--- config.mk ---
export PLATFORM = sky130hd
export DESIGN_NAME = double_ended_queue_unit
export DESIGN_NICKNAME = d
export VERILOG_FILES = /design/src/rtl/deq_pkg.sv /design/src/rtl/double_ended_queue_unit.sv /design/src/rtl/deq_ctrl.sv /design/src/rtl/deq_datapath.sv
export SDC_FILE = /design/constraint.sdc
export NUM_CORES = 1
export LEC_CHECK = 0
export BUFFER_PORTS_ARGS = -buffer_cell sky130_fd_sc_hd__buf_2
export CELL_PAD_IN_SITES_DETAIL_PLACEMENT = 0
export CELL_PAD_IN_SITES_GLOBAL_PLACEMENT = 2
export CORE_ASPECT_RATIO = 0.7
export CORE_MARGIN = 2
export CORE_UTILIZATION = 48
export DETAILED_ROUTE_END_ITERATION = 7
export PLACE_DENSITY_LB_ADDON = 0.25
export SYNTH_ARGS = -nofsm -noshare
export SYNTH_HDL_FRONTEND = slang
export SYNTH_SLANG_ARGS = --single-unit
--- constraint.sdc ---
create_clock -name clk -period 8.6 [get_ports clk]
set_input_delay 0.43 -clock clk [delete_from_list [all_inputs] [get_ports clk]]
set_output_delay 0.43 -clock clk [all_outputs]
set_load 0.02 [all_outputs]
--- src/rtl/deq_pkg.sv ---
// ------------------------------------------------------------------------
// deq_pkg
// types and constants shared by the double-ended queue modules
// ------------------------------------------------------------------------
package deq_pkg;

  localparam int DEPTH_DEFAULT      = 16;
  localparam int DATA_WIDTH_DEFAULT = 32;

  // fixed field widths of the stream words
  localparam int OPCODE_W = 3;
  localparam int WORD_W   = 32;
  localparam int STATUS_W = 2;
  localparam int OCC_W    = 5;
  localparam int EXT_W    = 64;
  localparam int IN_TDATA_W  = 40;
  localparam int OUT_TDATA_W = 40;

  typedef enum logic [OPCODE_W-1:0] {
    OP_PUSH_BACK  = 3'd0,
    OP_PUSH_FRONT = 3'd1,
    OP_PEEK_BACK  = 3'd2,
    OP_PEEK_FRONT = 3'd3,
    OP_POP_BACK   = 3'd4,
    OP_POP_FRONT  = 3'd5,
    OP_CLEAR      = 3'd6
  } opcode_t;

  typedef enum logic [STATUS_W-1:0] {
    STS_DONE  = 2'd0,
    STS_EMPTY = 2'd1,
    STS_FULL  = 2'd2
  } status_t;

  typedef enum logic [1:0] {
    ST_IDLE,
    ST_EXEC,
    ST_RESULT
  } ctrl_state_t;

  typedef struct packed {
    logic capture;
    logic execute;
  } dp_cmd_t;

endpackage

--- src/rtl/double_ended_queue_unit.sv ---
// ------------------------------------------------------------------------
// double_ended_queue_unit
// bounded double-ended queue on a ring buffer, one result word per command
// ------------------------------------------------------------------------
// Each input word carries an opcode and a data word: push at the back or
// front, peek or pop at the back or front, or clear. Every command returns
// exactly one result word with the element read (zero when none), a status
// (done, empty, or full with the push refused), the occupancy after the
// command and an empty flag. Commands are handled one at a time: the word
// is captured in the cycle it is accepted, the next cycle executes it
// (pointer and count update plus the registered ring memory read), and the
// result word is valid from the cycle after that. The result holds while
// the result side stalls, and the next command is taken the cycle after
// the result is consumed, so no new command enters while one is in work.
// The sequencer steps through the idle (capture), execute and result states.
// The queue holds up to DEPTH elements of DATA_WIDTH bits; only the low
// DATA_WIDTH bits of data_in are stored, and the occupancy field shows the
// low 5 bits of the count. Clear resets the pointers and the count only;
// stored words remain but are never read.
// ------------------------------------------------------------------------
module double_ended_queue_unit #(
  parameter int DEPTH      = deq_pkg::DEPTH_DEFAULT,
  parameter int DATA_WIDTH = deq_pkg::DATA_WIDTH_DEFAULT
) (
  input  logic                               clk,
  input  logic                               rst,
  // command stream
  input  logic                               s_axis_tvalid,
  output logic                               s_axis_tready,
  // [2:0] opcode, [34:3] data_in, [39:35] zero
  input  logic [deq_pkg::IN_TDATA_W-1:0]     s_axis_tdata,
  // result stream
  output logic                               m_axis_tvalid,
  input  logic                               m_axis_tready,
  // [31:0] data_out, [33:32] status, [38:34] occupancy, [39] is_empty
  output logic [deq_pkg::OUT_TDATA_W-1:0]    m_axis_tdata
);

  deq_pkg::dp_cmd_t cmd;

  logic [deq_pkg::WORD_W-1:0]   data_out;
  logic [deq_pkg::STATUS_W-1:0] status;
  logic [deq_pkg::OCC_W-1:0]    occupancy;
  logic                         is_empty;

  // sequencer
  deq_ctrl u_ctrl (
    .clk       (clk),
    .rst       (rst),
    .in_valid  (s_axis_tvalid),
    .in_ready  (s_axis_tready),
    .out_valid (m_axis_tvalid),
    .out_ready (m_axis_tready),
    .cmd       (cmd)
  );

  // ring buffer and pointers
  deq_datapath #(
    .DEPTH      (DEPTH),
    .DATA_WIDTH (DATA_WIDTH)
  ) u_dp (
    .clk       (clk),
    .rst       (rst),
    .cmd       (cmd),
    .opcode    (s_axis_tdata[2:0]),
    .data_in   (s_axis_tdata[34:3]),
    .data_out  (data_out),
    .status    (status),
    .occupancy (occupancy),
    .is_empty  (is_empty)
  );

  // result word packing, highest field first
  assign m_axis_tdata = {is_empty, occupancy, status, data_out};

endmodule

--- src/rtl/deq_ctrl.sv ---
// ------------------------------------------------------------------------
// deq_ctrl
// sequencer: take a word, run it on the datapath, hold the result
// ------------------------------------------------------------------------
module deq_ctrl (
  input  logic              clk,
  input  logic              rst,
  input  logic              in_valid,
  output logic              in_ready,
  output logic              out_valid,
  input  logic              out_ready,
  output deq_pkg::dp_cmd_t  cmd
);

  deq_pkg::ctrl_state_t state, state_next;

  always_ff @(posedge clk) begin
    if (rst) begin
      state <= deq_pkg::ST_IDLE;
    end else begin
      state <= state_next;
    end
  end

  always_comb begin
    state_next  = state;
    in_ready    = 1'b0;
    out_valid   = 1'b0;
    cmd.capture = 1'b0;
    cmd.execute = 1'b0;
    case (state)
      deq_pkg::ST_IDLE: begin
        in_ready    = 1'b1;
        cmd.capture = in_valid;
        if (in_valid) begin
          state_next = deq_pkg::ST_EXEC;
        end
      end
      deq_pkg::ST_EXEC: begin
        cmd.execute = 1'b1;
        state_next  = deq_pkg::ST_RESULT;
      end
      deq_pkg::ST_RESULT: begin
        out_valid = 1'b1;
        if (out_ready) begin
          state_next = deq_pkg::ST_IDLE;
        end
      end
      default: begin
        state_next = deq_pkg::ST_IDLE;
      end
    endcase
  end

endmodule

--- src/rtl/deq_datapath.sv ---
// ------------------------------------------------------------------------
// deq_datapath
// ring buffer memory, end pointers, element count and result registers
// ------------------------------------------------------------------------
module deq_datapath #(
  parameter int DEPTH      = deq_pkg::DEPTH_DEFAULT,
  parameter int DATA_WIDTH = deq_pkg::DATA_WIDTH_DEFAULT
) (
  input  logic                            clk,
  input  logic                            rst,
  input  deq_pkg::dp_cmd_t                cmd,
  input  logic [deq_pkg::OPCODE_W-1:0]    opcode,
  input  logic [deq_pkg::WORD_W-1:0]      data_in,
  output logic [deq_pkg::WORD_W-1:0]      data_out,
  output logic [deq_pkg::STATUS_W-1:0]    status,
  output logic [deq_pkg::OCC_W-1:0]       occupancy,
  output logic                            is_empty
);

  localparam int IDX_W = $clog2(DEPTH);
  localparam int CNT_W = $clog2(DEPTH + 1);
  localparam logic [IDX_W-1:0] LAST_SLOT = IDX_W'(DEPTH - 1);
  localparam logic [CNT_W-1:0] FULL_CNT  = CNT_W'(DEPTH);

  logic [DATA_WIDTH-1:0] mem [DEPTH];

  deq_pkg::opcode_t      op;
  logic [DATA_WIDTH-1:0] word;
  logic [IDX_W-1:0]      front, front_next, back, back_next;
  logic [CNT_W-1:0]      count, count_next;
  deq_pkg::status_t      sts, sts_next;
  logic                  has_data, has_data_next;
  logic                  wr_en;
  logic [IDX_W-1:0]      wr_addr, rd_addr;
  logic [DATA_WIDTH-1:0] rd_data;
  logic                  empty, full;
  logic [deq_pkg::EXT_W-1:0] in_ext, out_ext;
  logic [31:0]               occ_ext;

  function automatic logic [IDX_W-1:0] slot_inc(input logic [IDX_W-1:0] i);
    return (i == LAST_SLOT) ? '0 : i + 1'b1;
  endfunction

  function automatic logic [IDX_W-1:0] slot_dec(input logic [IDX_W-1:0] i);
    return (i == '0) ? LAST_SLOT : i - 1'b1;
  endfunction

  assign in_ext = deq_pkg::EXT_W'(data_in);

  // payload capture
  always_ff @(posedge clk) begin
    if (cmd.capture) begin
      op   <= deq_pkg::opcode_t'(opcode);
      word <= in_ext[DATA_WIDTH-1:0];
    end
  end

  assign empty = (count == '0);
  assign full  = (count == FULL_CNT);

  always_comb begin
    front_next    = front;
    back_next     = back;
    count_next    = count;
    sts_next      = deq_pkg::STS_DONE;
    has_data_next = 1'b0;
    wr_en         = 1'b0;
    wr_addr       = back;
    rd_addr       = front;
    case (op)
      deq_pkg::OP_PUSH_BACK: begin
        if (full) begin
          sts_next = deq_pkg::STS_FULL;
        end else begin
          wr_en      = 1'b1;
          back_next  = slot_inc(back);
          count_next = count + 1'b1;
        end
      end
      deq_pkg::OP_PUSH_FRONT: begin
        if (full) begin
          sts_next = deq_pkg::STS_FULL;
        end else begin
          wr_en      = 1'b1;
          wr_addr    = slot_dec(front);
          front_next = slot_dec(front);
          count_next = count + 1'b1;
        end
      end
      deq_pkg::OP_PEEK_BACK, deq_pkg::OP_POP_BACK: begin
        if (empty) begin
          sts_next = deq_pkg::STS_EMPTY;
        end else begin
          rd_addr       = slot_dec(back);
          has_data_next = 1'b1;
          if (op == deq_pkg::OP_POP_BACK) begin
            back_next  = slot_dec(back);
            count_next = count - 1'b1;
          end
        end
      end
      deq_pkg::OP_PEEK_FRONT, deq_pkg::OP_POP_FRONT: begin
        if (empty) begin
          sts_next = deq_pkg::STS_EMPTY;
        end else begin
          has_data_next = 1'b1;
          if (op == deq_pkg::OP_POP_FRONT) begin
            front_next = slot_inc(front);
            count_next = count - 1'b1;
          end
        end
      end
      deq_pkg::OP_CLEAR: begin
        front_next = '0;
        back_next  = '0;
        count_next = '0;
      end
      default: begin
      end
    endcase
  end

  always_ff @(posedge clk) begin
    if (rst) begin
      front <= '0;
      back  <= '0;
      count <= '0;
    end else if (cmd.execute) begin
      front <= front_next;
      back  <= back_next;
      count <= count_next;
    end
  end

  // element memory, at most one write plus one registered read per operation
  always_ff @(posedge clk) begin
    if (cmd.execute && wr_en) begin
      mem[wr_addr] <= word;
    end
    if (cmd.execute) begin
      rd_data  <= mem[rd_addr];
      sts      <= sts_next;
      has_data <= has_data_next;
    end
  end

  assign out_ext   = has_data ? deq_pkg::EXT_W'(rd_data) : '0;
  assign data_out  = out_ext[deq_pkg::WORD_W-1:0];
  assign status    = sts;
  assign occ_ext   = 32'(count);
  assign occupancy = occ_ext[deq_pkg::OCC_W-1:0];
  assign is_empty  = empty;

endmodule

==> qor.yml <==
setup_tns_ps: 0
dr_wl_met2_um: 39600
cts_buffers: 58
crit_fanout: 56
die_x_um: 293
routed.top_layer: "met4"
wire_per_inst_um: 30.8
clk_pin_slew_ps: 60
grt_max_degree: 164
vias: 20589
grt_pass1_wl_um: 132000
synth_xor_area_frac: 0.00276
wirelength_um: 91200
fin_ws_ps: 3710
ys_seq_elements: 597
p_per_area_mw_per_mm2: 203
yosys_warnings: 0
post-place-cells: 2827
drv_cap: 0
place.port_buffers: 80
p_leak_nw: 9.83
synth_top_area_frac: 0.622
route.met3.wl_um: 8960
syn_avg_cell_area_sq_um: 13.2
tightest_slew_ps: 1220
place_worst_setup_slack_ps: 3850
rsz0062_at_grt: "false"
slew_headroom: 0.187
required_ps: 9080
ir_worst_vdd_mv: 0.192
cts_tree: "done"
track_usage: 0.298
synth-edff-count: 582
yosysSeqAreaShare: 0.633
crit_path_max_incr_delay_ps: 840
critPathArrivalTime_ps: 5370
postSynthCellCount: 2135
drc: 0
ios: 86
layout.nets: 2212
clock_latency_ps: 630
instances_no_fill: 2964
synth_top_family_by_area: "compound AO/OA/AOI/OAI gates"
muxShareOfSynthArea: 0.0607
syn-num-nets: 2188
period_needed_ps: 4890
gp_congestion: 0.784
whs_ps: 25.8
synth_area_sq_mm: 0.0281
overflow: 0
dr.pass1.iters: 6
clockBufferDepth: 3
hp-class: "input pin to register"
worst_path_max_delay_cell: "dfxtp_2"
start_kind: "register"
fin_crit_sh: 0.568
grt_pass1_vias: 19733
synthAdderAreaFrac: 0.00428
core_area_sq_mm: 0.0581
cts.htree.levels: 2
dieArea_sq_mm: 0.0605
cp-end-kind: "register"
finalHoldViolCount: 0
critical_path_class: "register to register"
cts-root-buf: "clkbuf_16"
path_cells: "inv_1 > ha_4 > or3b_1 > buf_4 > nand2_4 > mux2i_4 > buf_12 > a21oi_1 > a2111oi_0 > a211o_1"
hpwl_um: 46600
final_antenna_net_count: 0
antenna_found_initial: 0
drt_iter0_drc: 2730
vias_per_cell: 6.95
fp.dieH_um: 206
layout-drive-gt1-share: 0.172
synth_flop_cell: "edfxtp_1"
rows: 74
setup_viol: 0
placed_area_sq_mm: 0.0292
async_flop_share: 0
clock-skew-final_ps: 23.9
cts_setup_buffers: 0
fmax_ghz: 0.205
drv_slew: 0
ys_types: 66
status: "finished, final reports clean"
synthTopCellsByArea: "edfxtp_1, a2111oi_0, mux2_2"
wl_met1_um: 39700
syn2layout_area_growth_pct: 11.8
cts_num_sinks: 597
synth_compound_area_frac: 0.189
yosysTopAreaCell: "edfxtp_1"
synth-simple-area-share: 0.0747
final_area_sq_mm: 0.0314
start_util: 0.484
-- cells in the mapped netlist (all sizes together), types with 41 or more instances --
cell and number:
nor2 54, o221ai 110, buf 85, o21ai 43, mux2 112, nand2 225, a21oi 111, a2111oi 189
a211oi 62, clkbuf 119, nand3 47, mux2i 44, and2 41, edfxtp 582
-- logic make-up (layout without fill, tap and decap cells) --
group,count (synthesis),count (layout)
muxes,156,156
buffers and inverters,219,287
xor gates and xnor gates,8,8
other,0,1
DFF,597,597
and+or+nand+nor,455,455
AOI/OAI and AO/OA,691,691
adders and majority gates,9,9
-- cell type report --
cell class	instances	area (sq um)
fillers	4759	26700
flip-flops and latches	597	17800
multi-input cells	1319	9580
clock buffers	65	1480
repair buffers	168	1170
well taps	760	951
clock inverters	39	375
inverters	15	58.8
diodes	1	2.50
-- flip-flops by register name, summed over array words and instances, names as in the netlist --
name / flops
u_dp.mem: 512
u_dp.word: 32
u_dp.rd_data: 32
u_dp.op: 3
u_dp.back: 4
u_dp.status: 2
u_ctrl.state: 2
u_dp.front: 4
u_dp.has_data: 1
u_dp.occupancy: 5
-- worst max-delay path, delay by kind of cell, from the launching register on --
family / cells / cell delay [ps]
flip-flops: 1 / 840
multiplexers: 1 / 830
adder cells (fa/ha/maj): 1 / 280
AO/OA/AOI/OAI: 3 / 1160
buffers and inverters: 3 / 1140
AND/OR/NAND/NOR: 2 / 470
-- worst paths after layout --
kind,cells past startpoint,end,startpoint,slack (ps)
max,10,u_dp.rd_data[28],u_dp.back[0],3710
min,1,u_dp.word[28],s_axis_tdata[31],30
max reg2reg,10,u_dp.rd_data[28],u_dp.back[0],3710
min reg2reg,3,u_ctrl.state[1],u_ctrl.state[0],590
-- routing by layer --
metal | GRT usage | up-vias
li1 | - | 8830
met1 | 0.431 | 10385
met2 | 0.449 | 1149
met3 | 0.0552 | 225
met4 | 0.110 | 0
met5 | 0 | -
-- placed cells by master (no fill, tap or decap), drive strengths merged, types with 5 or more instances in the layout --
cell and instances:
dlygate4sd3 32, a211o 32, nor2 54, nand3 47
a2111oi 189, nand2 225, buf 136, a32oi 28
o22ai 9, mux2i 44, edfxtp 582, a41o 5
ha 8, and2 41, mux2 112, nand2b 5
o211ai 24, a2111o 5, o21ai 43, a311o 7
clkbuf 65, a21oi 111, o32ai 6, dfxtp 15
nor3 27, o31a 17, clkinv 28, a31oi 23
inv 15, and3 40, bufinv 7, o221ai 110
a211oi 62, xnor2 5
-- where the power goes --
part           switching (mW)  internal, mW  leakage [nW]
Combinational           0.345         0.168          3.54
Sequential             0.0668          3.24          5.39
Clock                    1.12          1.44         0.905
Total                    1.53          4.85          9.83
-- what timing repair did --
action                    in CTS  in global routing
hold endpoints to repair      32                  0
hold buffers                  32                  0
gates resized for setup        0                  0
-- metrics by stage --
stage	util	power (mW)
after floorplan	-	3.66
after global placement	0.503	3.85
after detailed placement	0.503	3.86
after CTS	0.541	6.40
after global routing	0.541	6.56
final	0.541	6.38
Power figures use the tool's default switching activity.
